===== src/design/lms_adaptive_fir_filter_assert.svh =====
// Assertion macros used by the datapath module of the adaptive filter.
`ifndef LMS_ADAPTIVE_FIR_FILTER_ASSERT_SVH
`define LMS_ADAPTIVE_FIR_FILTER_ASSERT_SVH
`ifndef SYNTHESIS
`define LMS_ASSERT_SAME(label, clk, rst_n, ante, cons) \
	label: assert property (@(posedge clk) disable iff (!rst_n) (ante) |-> (cons)) \
		else $error("lms: same-cycle check failed");
`define LMS_ASSERT_NEXT(label, clk, rst_n, ante, cons) \
	label: assert property (@(posedge clk) disable iff (!rst_n) (ante) |=> (cons)) \
		else $error("lms: next-cycle check failed");
`else
`define LMS_ASSERT_SAME(label, clk, rst_n, ante, cons)
`define LMS_ASSERT_NEXT(label, clk, rst_n, ante, cons)
`endif
`endif


===== src/design/lms_pkg.sv =====
// Shared types and constants of the LMS adaptive filter.
package lms_pkg;

	localparam int TAP_COUNT_W = 7;
	localparam int STEP_W      = 16;
	localparam int CFG_INDEX_W = 2;
	localparam int CFG_DATA_W  = 16;
	localparam int CMD_W       = 2;
	localparam int ACC_W       = 64;

	localparam logic [CFG_INDEX_W-1:0] REG_ADAPT_ENABLE = 2'd0;
	localparam logic [CFG_INDEX_W-1:0] REG_STEP_SIZE    = 2'd1;
	localparam logic [CFG_INDEX_W-1:0] REG_TAP_COUNT    = 2'd2;

	localparam logic [CMD_W-1:0] CMD_PROCESS = 2'd0;
	localparam logic [CMD_W-1:0] CMD_CLEAR   = 2'd1;
	localparam logic [CMD_W-1:0] CMD_UNITY   = 2'd2;

	localparam logic [STEP_W-1:0]      STEP_SIZE_RESET = 16'd3277;
	localparam logic [TAP_COUNT_W-1:0] TAP_COUNT_RESET = 7'd8;

	// One-shot operations that a control word asks of the datapath.
	typedef enum logic [2:0] {
		OP_NOP,
		OP_PUSH,
		OP_CLEAR,
		OP_UNITY,
		OP_YCALC,
		OP_ECALC,
		OP_EMCALC,
		OP_EMIT
	} dp_op_t;

	typedef struct packed {
		logic   take;
		logic   issue;
		logic   upd;
		dp_op_t op;
	} dp_ctrl_t;

	typedef struct packed {
		logic last_tap;
		logic out_free;
	} dp_status_t;

endpackage


===== src/design/lms_seq.sv =====
// Microcode sequencer: program ROM, step counter and jump logic.
module lms_seq (
	input  logic                       clk,
	input  logic                       arst_n,
	input  logic                       in_valid,
	output logic                       in_ready,
	input  logic [lms_pkg::CMD_W-1:0]  command,
	input  logic                       adapt_enable,
	input  lms_pkg::dp_status_t        status,
	output lms_pkg::dp_ctrl_t          ctrl
);

	typedef logic [3:0] upc_t;

	typedef enum logic [2:0] {
		CND_NEXT,
		CND_JUMP,
		CND_LOOP,
		CND_NOADAPT,
		CND_WAIT_OUT,
		CND_DISPATCH
	} cond_t;

	typedef struct packed {
		logic            issue;
		logic            upd;
		lms_pkg::dp_op_t op;
		cond_t           cond;
		upc_t            target;
	} uword_t;

	localparam upc_t UPC_IDLE   = 4'd0;
	localparam upc_t UPC_CLEAR  = 4'd1;
	localparam upc_t UPC_UNITY  = 4'd2;
	localparam upc_t UPC_PUSH   = 4'd3;
	localparam upc_t UPC_FLOOP  = 4'd4;
	localparam upc_t UPC_FD1    = 4'd5;
	localparam upc_t UPC_FD2    = 4'd6;
	localparam upc_t UPC_YCALC  = 4'd7;
	localparam upc_t UPC_ECALC  = 4'd8;
	localparam upc_t UPC_EMCALC = 4'd9;
	localparam upc_t UPC_ULOOP  = 4'd10;
	localparam upc_t UPC_UD1    = 4'd11;
	localparam upc_t UPC_UD2    = 4'd12;
	localparam upc_t UPC_EMIT   = 4'd13;

	// The program. Loop steps issue one tap a cycle and repeat until the last tap.
	function automatic uword_t ucode(upc_t pc);
		uword_t w;
		w = '{issue: 1'b0, upd: 1'b0, op: lms_pkg::OP_NOP, cond: CND_NEXT, target: UPC_IDLE};
		unique case (pc)
			UPC_IDLE:   w.cond = CND_DISPATCH;
			UPC_CLEAR: begin
				w.op   = lms_pkg::OP_CLEAR;
				w.cond = CND_JUMP;
			end
			UPC_UNITY: begin
				w.op   = lms_pkg::OP_UNITY;
				w.cond = CND_JUMP;
			end
			UPC_PUSH:   w.op = lms_pkg::OP_PUSH;
			UPC_FLOOP: begin
				w.issue  = 1'b1;
				w.cond   = CND_LOOP;
				w.target = UPC_FLOOP;
			end
			UPC_FD1:    w.op = lms_pkg::OP_NOP;
			UPC_FD2:    w.op = lms_pkg::OP_NOP;
			UPC_YCALC:  w.op = lms_pkg::OP_YCALC;
			UPC_ECALC:  w.op = lms_pkg::OP_ECALC;
			UPC_EMCALC: begin
				w.op     = lms_pkg::OP_EMCALC;
				w.cond   = CND_NOADAPT;
				w.target = UPC_EMIT;
			end
			UPC_ULOOP: begin
				w.issue  = 1'b1;
				w.upd    = 1'b1;
				w.cond   = CND_LOOP;
				w.target = UPC_ULOOP;
			end
			UPC_UD1:    w.op = lms_pkg::OP_NOP;
			UPC_UD2:    w.op = lms_pkg::OP_NOP;
			UPC_EMIT: begin
				w.op   = lms_pkg::OP_EMIT;
				w.cond = CND_WAIT_OUT;
			end
			default:    w.cond = CND_JUMP;
		endcase
		return w;
	endfunction

	upc_t   pc_q;
	upc_t   pc_next;
	uword_t uw;
	upc_t   pc_inc;

	assign uw       = ucode(pc_q);
	assign pc_inc   = upc_t'(pc_q + 1'b1);
	assign in_ready = (uw.cond == CND_DISPATCH);

	always_comb begin
		case (uw.cond)
			CND_NEXT:     pc_next = pc_inc;
			CND_JUMP:     pc_next = uw.target;
			CND_LOOP:     pc_next = status.last_tap ? pc_inc : uw.target;
			CND_NOADAPT:  pc_next = adapt_enable ? pc_inc : uw.target;
			CND_WAIT_OUT: pc_next = status.out_free ? uw.target : pc_q;
			CND_DISPATCH: begin
				pc_next = pc_q;
				if (in_valid) begin
					case (command)
						lms_pkg::CMD_PROCESS: pc_next = UPC_PUSH;
						lms_pkg::CMD_CLEAR:   pc_next = UPC_CLEAR;
						lms_pkg::CMD_UNITY:   pc_next = UPC_UNITY;
						default:              pc_next = UPC_IDLE;
					endcase
				end
			end
			default:      pc_next = UPC_IDLE;
		endcase
	end

	always_comb begin
		ctrl.take  = in_ready && in_valid;
		ctrl.issue = uw.issue;
		ctrl.upd   = uw.upd;
		ctrl.op    = uw.op;
	end

	always_ff @(posedge clk or negedge arst_n) begin
		if (!arst_n) begin
			pc_q <= UPC_IDLE;
		end else begin
			pc_q <= pc_next;
		end
	end

endmodule


===== config.mk =====
export PLATFORM = sky130hd
export DESIGN_NAME = lms_seq
export DESIGN_NICKNAME = d
export VERILOG_FILES = /design/src/design/lms_adaptive_fir_filter_assert.svh /design/src/design/lms_pkg.sv /design/src/design/lms_seq.sv
export SDC_FILE = /design/constraint.sdc
export NUM_CORES = 1
export LEC_CHECK = 0
export BUFFER_PORTS_ARGS = -buffer_cell sky130_fd_sc_hd__buf_2
export CORE_MARGIN = 1.5
export CORE_UTILIZATION = 35
export CTS_BUF_LIST = sky130_fd_sc_hd__clkbuf_16
export DETAILED_ROUTE_END_ITERATION = 10
export SLEW_MARGIN = 40
export SYNTH_ARGS = -nofsm -noshare
export SYNTH_HDL_FRONTEND = slang
export SYNTH_SLANG_ARGS = --single-unit

===== constraint.sdc =====
create_clock -name clk -period 3.7 [get_ports clk]
set_input_delay 0.74 -clock clk [delete_from_list [all_inputs] [get_ports clk]]
set_output_delay 0.74 -clock clk [all_outputs]
set_load 0.02 [all_outputs]

; ---- After elaboration in Yosys (flattened, before gate mapping)
; Cells that the tools add are included.
[op_classes]
add_sub_neg = 1
eq_ne = 22
n_mux = 11
n_reduce_logical = 7
[op_table]
columns = op, count
row1 = "4-bit == test, second input constant", 6
row2 = 4-bit case mux with 6 select lines, 1
row3 = 3-bit case mux with 7 select lines, 1
row4 = "4-bit by 3-bit == test with 1-bit output, second input constant", 4
row5 = 4-bit 2-to-1 mux, 4
row6 = 3-bit case mux with 5 select lines, 1
row7 = 4-bit case mux with 3 select lines, 1
row8 = "4-bit by 2-bit == test with 1-bit output, second input constant", 2
row9 = 7-bit OR reduction, 1
row10 = "3-bit by 2-bit == test with 1-bit output, second input constant", 2
row11 = "3-bit == test, second input constant", 2
row12 = 2-bit case mux with 3 select lines, 1
row13 = "4-bit by 1-bit adder with 4-bit output, second input constant", 1
row14 = "4-bit by 1-bit == test with 1-bit output, second input constant", 1
row15 = 4-bit zero test, 1
row16 = "2-bit != test, second input constant", 2
row17 = "3-bit by 1-bit == test with 1-bit output, second input constant", 1
row18 = 3-bit zero test, 1
row19 = "2-bit by 1-bit == test with 1-bit output, second input constant", 1
row20 = "2-bit == test, second input constant", 1
row21 = 2-bit zero test, 1
row22 = 1-bit 2-to-1 mux, 2
row23 = 2-bit AND reduction, 1
row24 = 2-bit OR reduction, 1
row25 = 1-bit logical AND, 1
[totals]
regBits = 4
input_bits = 8
wordCells = 42

; ---- Depth between registers and ports, before layout
; Gate-level depths: netlist of run 1.
[depth]
word_depth = 6
ltp_mapped = 8
ltp_nobuf = 7

; ---- Least setup slack after synthesis of run 1
; No wires, ideal clock.
[synth_path]
path_type = register to output
from = reg pc_q[0]
to = out ctrl[5] (netlist bit)
arrival_time_ns = 1.468
t_required_ns = 2.960
slack_ns = 1.492
path_stages_with_launch = 6
path_buffers = 0
path_cell_list = dfrtp_1 > inv_1 > ha_1 > nand2b_1 > nor2_1 > and2_1
[synth_lines]
columns = element, line_no
row1 = "start, declared", lms_seq.sv:93  ; upc_t pc_q;
row2 = "start signal, assigned", lms_seq.sv:135  ; pc_q <= pc_next;
row3 = "end, declared", lms_seq.sv:10  ; output lms_pkg::dp_ctrl_t ctrl

==> results.yml, run 1 <==
global_routing:
  overflow: 0
  grt_pass1_wl_um: 2150
  grtUsageTotal: 0.158
  grt_max_degree: 19
  grt_pass1_vias: 462
  antenna_found_initial: 0
route:
  drt-met1-wl_um: 636
  vias: 571
  drt_iter0_markers: 21
  routed_via_density: 5.49
  drc: 0
  first_pass_iters: 4
  avgRoutedWirePerCell_um: 12.7
  wl_met3_um: 50
  postRouteAntennaNets: 0
  wirelength_um: 1320
  routed.top_layer: "met4"
  wl_met2_um: 620
placed_design:
  place_congestion: 0.777
  pre_cts_ws_ps: 1600
  post-dp-hpwl_um: 991
  portBuffers: 14
timing:
  finClkSkew_ps: 0.157
  slew_violations: 0
  hold_viol: 0
  setup_violations: 0
  setup_tns_ps: 0
  clock.fmax_mhz: 430
  worst_slew_pin_slew_ps: 686
  fin_crit_sh: 0.629
  period_minus_slack_ps: 2330
  max-slew-margin-rel: 0.531
  rsz0062_at_grt: "no"
  setup_ws_ps: 1370
  hold_ws_ps: 313
final_layout:
  multi_input_area_um2: 390
  diodes: 0
  reg_top3: "pc_q (4)"
  regMostFlops: "pc_q"
  filler_cell_count: 160
  syn_to_final_growth_pct: 24.0
  largest_reg_flops: 4
  seq_area_um2: 100
  nets: 102
  layout-drive-gt1-share: 0.250
synthesis:
  postSynthCellCount: 75
  synth_top_family_by_area: "compound AO/OA/AOI/OAI gates"
  synthDistinctLibCells: 29
  synthXorXnorAreaFrac: 0.0317
  avgSynthCellArea_um2: 7.37
  ys_warn_count: 0
  synth_seq_area_share: 0.181
  synth_area_um2: 553
  synthAdderAreaFrac: 0.0905
  yosys-mux-area-fraction: 0
  synth-seq-cells: 4
  synthesis.nets: 87
  synthSimpleGateAreaFrac: 0.253
  synth-compound-area-share: 0.330
flow_run:
  drv_cap: 0
worst_setup_path:
  crit_buf_inv: 2
  cp_common_cell: "nor2_1"
  cpMaxStageDelayCell: "dfrtp_1"
  crit_fanout: 7
  worstPathRequired_ps: 2960
  critPathKind: "reg -> out"
  critPathTopFamily: "flip-flops"
  critPathLaunchType: "flop"
  path_cells: "inv_1 -> ha_1 -> nor2_1 -> nor2_1 -> nor2_1 -> a31oi_1 -> buf_2"
  endpoint_kind: "primary output"
  crit_arrival_ps: 1590
  critical-path-max-stage-delay_ps: 420
clock_tree:
  cts_tree: "done"
  worstSkewPairLatency_ps: 220
  htree_levels: 1
  cts_buffers: 3
  postCtsSetupBuffers: 0
  clk_pin_slew_ps: 30
  ctsResizeCount: 0
  postCtsHoldBufs: 0
  cts_buffer_depth: 2
  clock-sinks: 4
  clock-root-buffer: "clkbuf_16"
pwr:
  leakagePower_nw: 0.325
  ir_drop_uv: 508
  p_per_area_mw_per_mm2: 766
  p_total_w: 0.000525
die:
  core.rowCount: 14
  die_h_um: 42.8
  num_io_pins: 15
  die-area_mm2: 0.00183
  initial_utilization: 0.371
  core_area_mm2: 0.00149
  fp.dieW_um: 42.8
min_path:
  hold_path.class: "in -> async"
run_status:
  outcome: "finished clean"
==> layout make-up <==
cell class / instances / area share
multi-input combinational: 59 / 0.569
sequential: 4 / 0.146
clock buffer: 3 / 0.109
timing repair buffer: 14 / 0.102
inverter: 8 / 0.0438
tap: 16 / 0.0292
==> cells in the final DEF, fill, tap and decap left out <==
cell type  Yosys  routed
dfrtp_1        4       4
o311ai_1       1       1
xnor2_1        2       2
o311ai_0       1       1
or3_1          1       1
clkbuf_16      0       3
a31oi_1        3       3
nand2b_1       3       3
a31o_1         1       1
nand3b_1       2       2
a2111oi_0      1       1
nor3_1         1       1
o21ai_0        6       6
nor2b_1        1       1
nand2b_4       1       1
inv_2          2       2
buf_2          2      14
a21oi_1        7       7
nor2_1         7       7
nand2_1        7       7
nand3_1        1       1
o211ai_1       1       1
o22ai_2        1       1
nand3b_2       1       1
inv_1          6       6
ha_1           4       4
o22a_1         3       3
o41ai_1        2       2
and2_1         1       1
==> Yosys cell counts <==
library cell	count	area, µm²
nor3_1	1	5.00
nand3_1	1	5.00
o22a_1	3	26.3
nand3b_1	2	15.0
xnor2_1	2	17.5
buf_6	2	22.5
nand2b_4	1	13.8
a2111oi_0	1	8.76
nand3b_2	1	11.3
o311ai_0	1	8.76
a31oi_1	3	18.8
nor2_1	7	26.3
buf_2	2	10.0
inv_2	2	7.51
a21oi_1	7	35.0
nor2b_1	1	6.26
o21ai_0	6	30.0
o311ai_1	1	8.76
o22ai_2	1	12.5
dfrtp_1	4	100
nand2b_1	3	18.8
ha_1	4	50.1
o211ai_1	1	7.51
a31o_1	1	8.76
o41ai_1	2	17.5
and2_1	1	6.26
inv_1	6	22.5
or3_1	1	6.26
nand2_1	7	26.3
==> power breakdown <==
| group | total, W | switching (W) | internal (W) |
|---|---|---|---|
| combinational | 0.000282 | 0.000172 | 0.000109 |
| sequential | 0.0000780 | 0.0000217 | 0.0000563 |
| clock | 0.000165 | 0.0000277 | 0.000138 |
| total | 0.000525 | 0.000221 | 0.000303 |
==> stage by stage <==
step / instance area, µm² / utilization / instances
after global placement: 611 / 0.410 / 101
after CTS: 686 / 0.461 / 104
after global routing: 686 / 0.461 / 104
after detailed placement: 611 / 0.410 / 101
after floorplan: 553 / - / 75
final: 686 / 0.461 / 104
==> kinds of logic after synthesis <==
family,Yosys count
buf+inv,12
simple gates,26
flops,4
fa+ha+maj,4
compound gates,27
xor+xnor,2
==> final timing paths <==
check	startpoint	endpoint	slack, ps	cells past startpoint
max	pc_q[0]	ctrl[0]	1370	7
min	arst_n	pc_q[3]	310	1
max reg2reg	pc_q[1]	pc_q[2]	1710	7
min reg2reg	pc_q[1]	pc_q[1]	610	1
max in group asynchronous	arst_n	pc_q[1]	3270	1
min in group clk	pc_q[1]	pc_q[1]	610	1
==> routing by layer <==
| metal | vias up | track usage |
|---|---|---|
| met1 | 259 | 0.214 |
| met2 | 12 | 0.221 |
| met5 | - | 0 |
| met4 | 0 | 0.100 |
| met3 | 2 | 0.0383 |
| li1 | 298 | - |
No activity file was read; power rests on OpenSTA's default activity.
==> run 2, diff against run 1 <==
--- a/config.mk
+++ b/config.mk
@@ -5,6 +5,7 @@
 export SDC_FILE = /design/constraint.sdc
 export NUM_CORES = 1
 export LEC_CHECK = 0
+export ABC_AREA = 1
 export BUFFER_PORTS_ARGS = -buffer_cell sky130_fd_sc_hd__buf_2
 export CORE_MARGIN = 1.5
 export CORE_UTILIZATION = 35
==> constraint.sdc (replaced) <==
create_clock -name clk -period 2.35 [get_ports clk]
set_input_delay 0.47 -clock clk [delete_from_list [all_inputs] [get_ports clk]]
set_output_delay 0.47 -clock clk [all_outputs]
set_load 0.02 [all_outputs]
==> run 2 against run 1 <==
Against the previous run:
- first-iteration DRC count rose by 9.5%
- sequential share of layout area fell by 2.1 points
- sequential cell count did not move
- non-clock buffer count did not move
- critical endpoint unchanged
- highest routed layer unchanged
- largest power group unchanged
==> results.yml, run 2 <==
run_status:
  outcome: "finished clean"
global_routing:
  grt_pass1_vias: 627
  antenna_found_initial: 0
  overflow: 0
  grt_max_degree: 10
  grtUsageTotal: 0.186
  grt_pass1_wl_um: 2720
final_layout:
  layout-drive-gt1-share: 0.299
  instances_no_fill: 142
  syn_to_final_growth_pct: 23.8
  layout_common_cells: "25 x nand2_1, 14 x buf_2, 12 x inv_1, 10 x nand3_1, 9 x nor2_1"
  multi_input_area_um2: 454
  seq_area_um2: 100
  reg_top3: "pc_q (4)"
  final_area_um2: 801
  nets: 131
  final_common_cell: "nand2_1"
  filler_cell_count: 194
  diodes: 0
  regMostFlops: "pc_q"
  largest_reg_flops: 4
die:
  core.rowCount: 15
  fp.dieW_um: 46.0
  initial_utilization: 0.375
  core_area_mm2: 0.00173
  die-area_mm2: 0.00212
  num_io_pins: 15
  die_h_um: 46.0
synthesis:
  avgSynthCellArea_um2: 6.34
  synth.area.top_cells: "dfrtp_1 15%, nand2_1 15%, ha_1 7.7%"
  synth_edf_count: 0
  synthDistinctLibCells: 26
  synth-seq-cells: 4
  synth_area_um2: 647
  synth_top_cell_area_share: 0.155
  synth_top_cell_by_area: "dfrtp_1"
  yosysMostFrequentCell: "nand2_1"
  ys.flop_type: "dfrtp_1"
  synth_seq_area_share: 0.155
  ys_async_sr_fraction: 1.00
  ys_warn_count: 0
  synthesis.nets: 114
  postSynthCellCount: 102
  synthTopCellsByCount: "25 x nand2_1, 12 x inv_1, 10 x nand3_1"
worst_setup_path:
  path_cells: "inv_1 -> ha_1 -> inv_1 -> nor2_1 -> inv_1 -> nand3_1 -> buf_2"
  crit_arrival_ps: 1620
  critical-path-max-stage-delay_ps: 460
  cp_common_cell: "inv_1"
  rr_worst_depth: 10
  worstPathRequired_ps: 1880
  cpMaxStageDelayCell: "dfrtp_1"
  crit_fanout: 7
  critPathLaunchType: "flop"
  critPathKind: "reg -> out"
  endpoint_kind: "primary output"
timing:
  hold_ws_ps: 45.8
  period_minus_slack_ps: 2090
  setup_tns_ps: 0
  max-slew-margin-rel: 0.717
  clock.fmax_mhz: 479
  hold_viol: 0
  slew_violations: 0
  worst_slew_pin_slew_ps: 425
  setup_violations: 0
  fin_crit_sh: 0.889
  rsz0062_at_grt: "no"
  finClkSkew_ps: 1.64
placed_design:
  placed_area_um2: 726
  dpl.cell_count: 139
  place_congestion: 0.846
  portBuffers: 14
  post-dp-hpwl_um: 1300
route:
  wirelength_um: 1730
  drt_iter0_markers: 23
  vias: 696
  routed_via_density: 4.90
  first_pass_iters: 4
  drc: 0
  postRouteAntennaNets: 0
  avgRoutedWirePerCell_um: 12.2
pwr:
  p_total_w: 0.000758
  ir_drop_uv: 601
  leakagePower_nw: 0.444
  p_per_area_mw_per_mm2: 947
clock_tree:
  htree_levels: 1
  clock-sinks: 4
  worstSkewPairLatency_ps: 230
  clk_pin_slew_ps: 30
  clock-root-buffer: "clkbuf_16"
  cts_buffer_depth: 2
  postCtsSetupBuffers: 0
  ctsResizeCount: 0
  cts_tree: "done"
  cts_buffers: 3
  postCtsHoldBufs: 0
flow_run:
  drv_cap: 0
min_path:
  hold_path.class: "in -> async"
## run 2: cell count changes in the layout (fill, tap and decap cells not counted), sizes merged, moves of 3 or more
cell and delta:
nand3b -3, nor2 +5, nand3 +13, o22a -3
a21oi -4, nand2b -4, inv +10, nand2 +22
or2 +4
## run 2: report_power, final
part	internal [W]	total, W	leakage [nW]	switching (W)
clock	0.000218	0.000273	0.0370	0.0000550
sequential	0.0000833	0.000111	0.0536	0.0000278
combinational	0.000125	0.000374	0.353	0.000249
## run 2: layout make-up
class                           instances  share of cell area
Tap cell                               25              0.0391
Clock buffer                            3              0.0938
Timing Repair Buffer                   14              0.0875
Inverter                               18              0.0875
Sequential cell                         4               0.125
Multi-Input combinational cell         78               0.567
## run 2: cells by family (layout without fill, tap and decap cells)
group	count (synthesis)	in the layout	synth area share
buffers and inverters	20	35	0.143
and+or+nand+nor	61	61	0.497
DFF	4	4	0.155
AOI/OAI and AO/OA	11	11	0.101
xor gates and xnor gates	2	2	0.0271
adders and majority gates	4	4	0.0774
## run 2: path summary, 6_finish.rpt
check,slack [ps],endpoint,start
worst min register to register,600,pc_q[1],pc_q[1]
worst max register to register,580,pc_q[3],pc_q[0]
worst min-delay path,50,pc_q[2],arst_n
min in group clk,560,pc_q[0],in_valid
worst max-delay path,260,ctrl[0],pc_q[0]
max in group asynchronous,2180,pc_q[0],arst_n
## run 2: critical path: cells and delay by family, from the launching register on
| kind | cells | cell delay [ps] |
|---|---|---|
| adder cells (fa/ha/maj) | 1 | 280 |
| AND/OR/NAND/NOR | 2 | 170 |
| flip-flops | 1 | 460 |
| buffers and inverters | 4 | 480 |
## run 2: through the flow
step	setup slack (ps)	util
after floorplan	725	-
after global placement	514	0.420
after detailed placement	497	0.420
after CTS	247	0.464
after global routing	169	0.464
final	261	0.464
## run 2: routing by layer
metal / GRT usage / routed length (µm) / vias to the layer above
li1: - / - / 349
met1: 0.222 / 749 / 309
met2: 0.303 / 854 / 32
met3: 0.0476 / 93 / 6
met4: 0.0971 / 29 / 0
met5: 0 / 0 / -
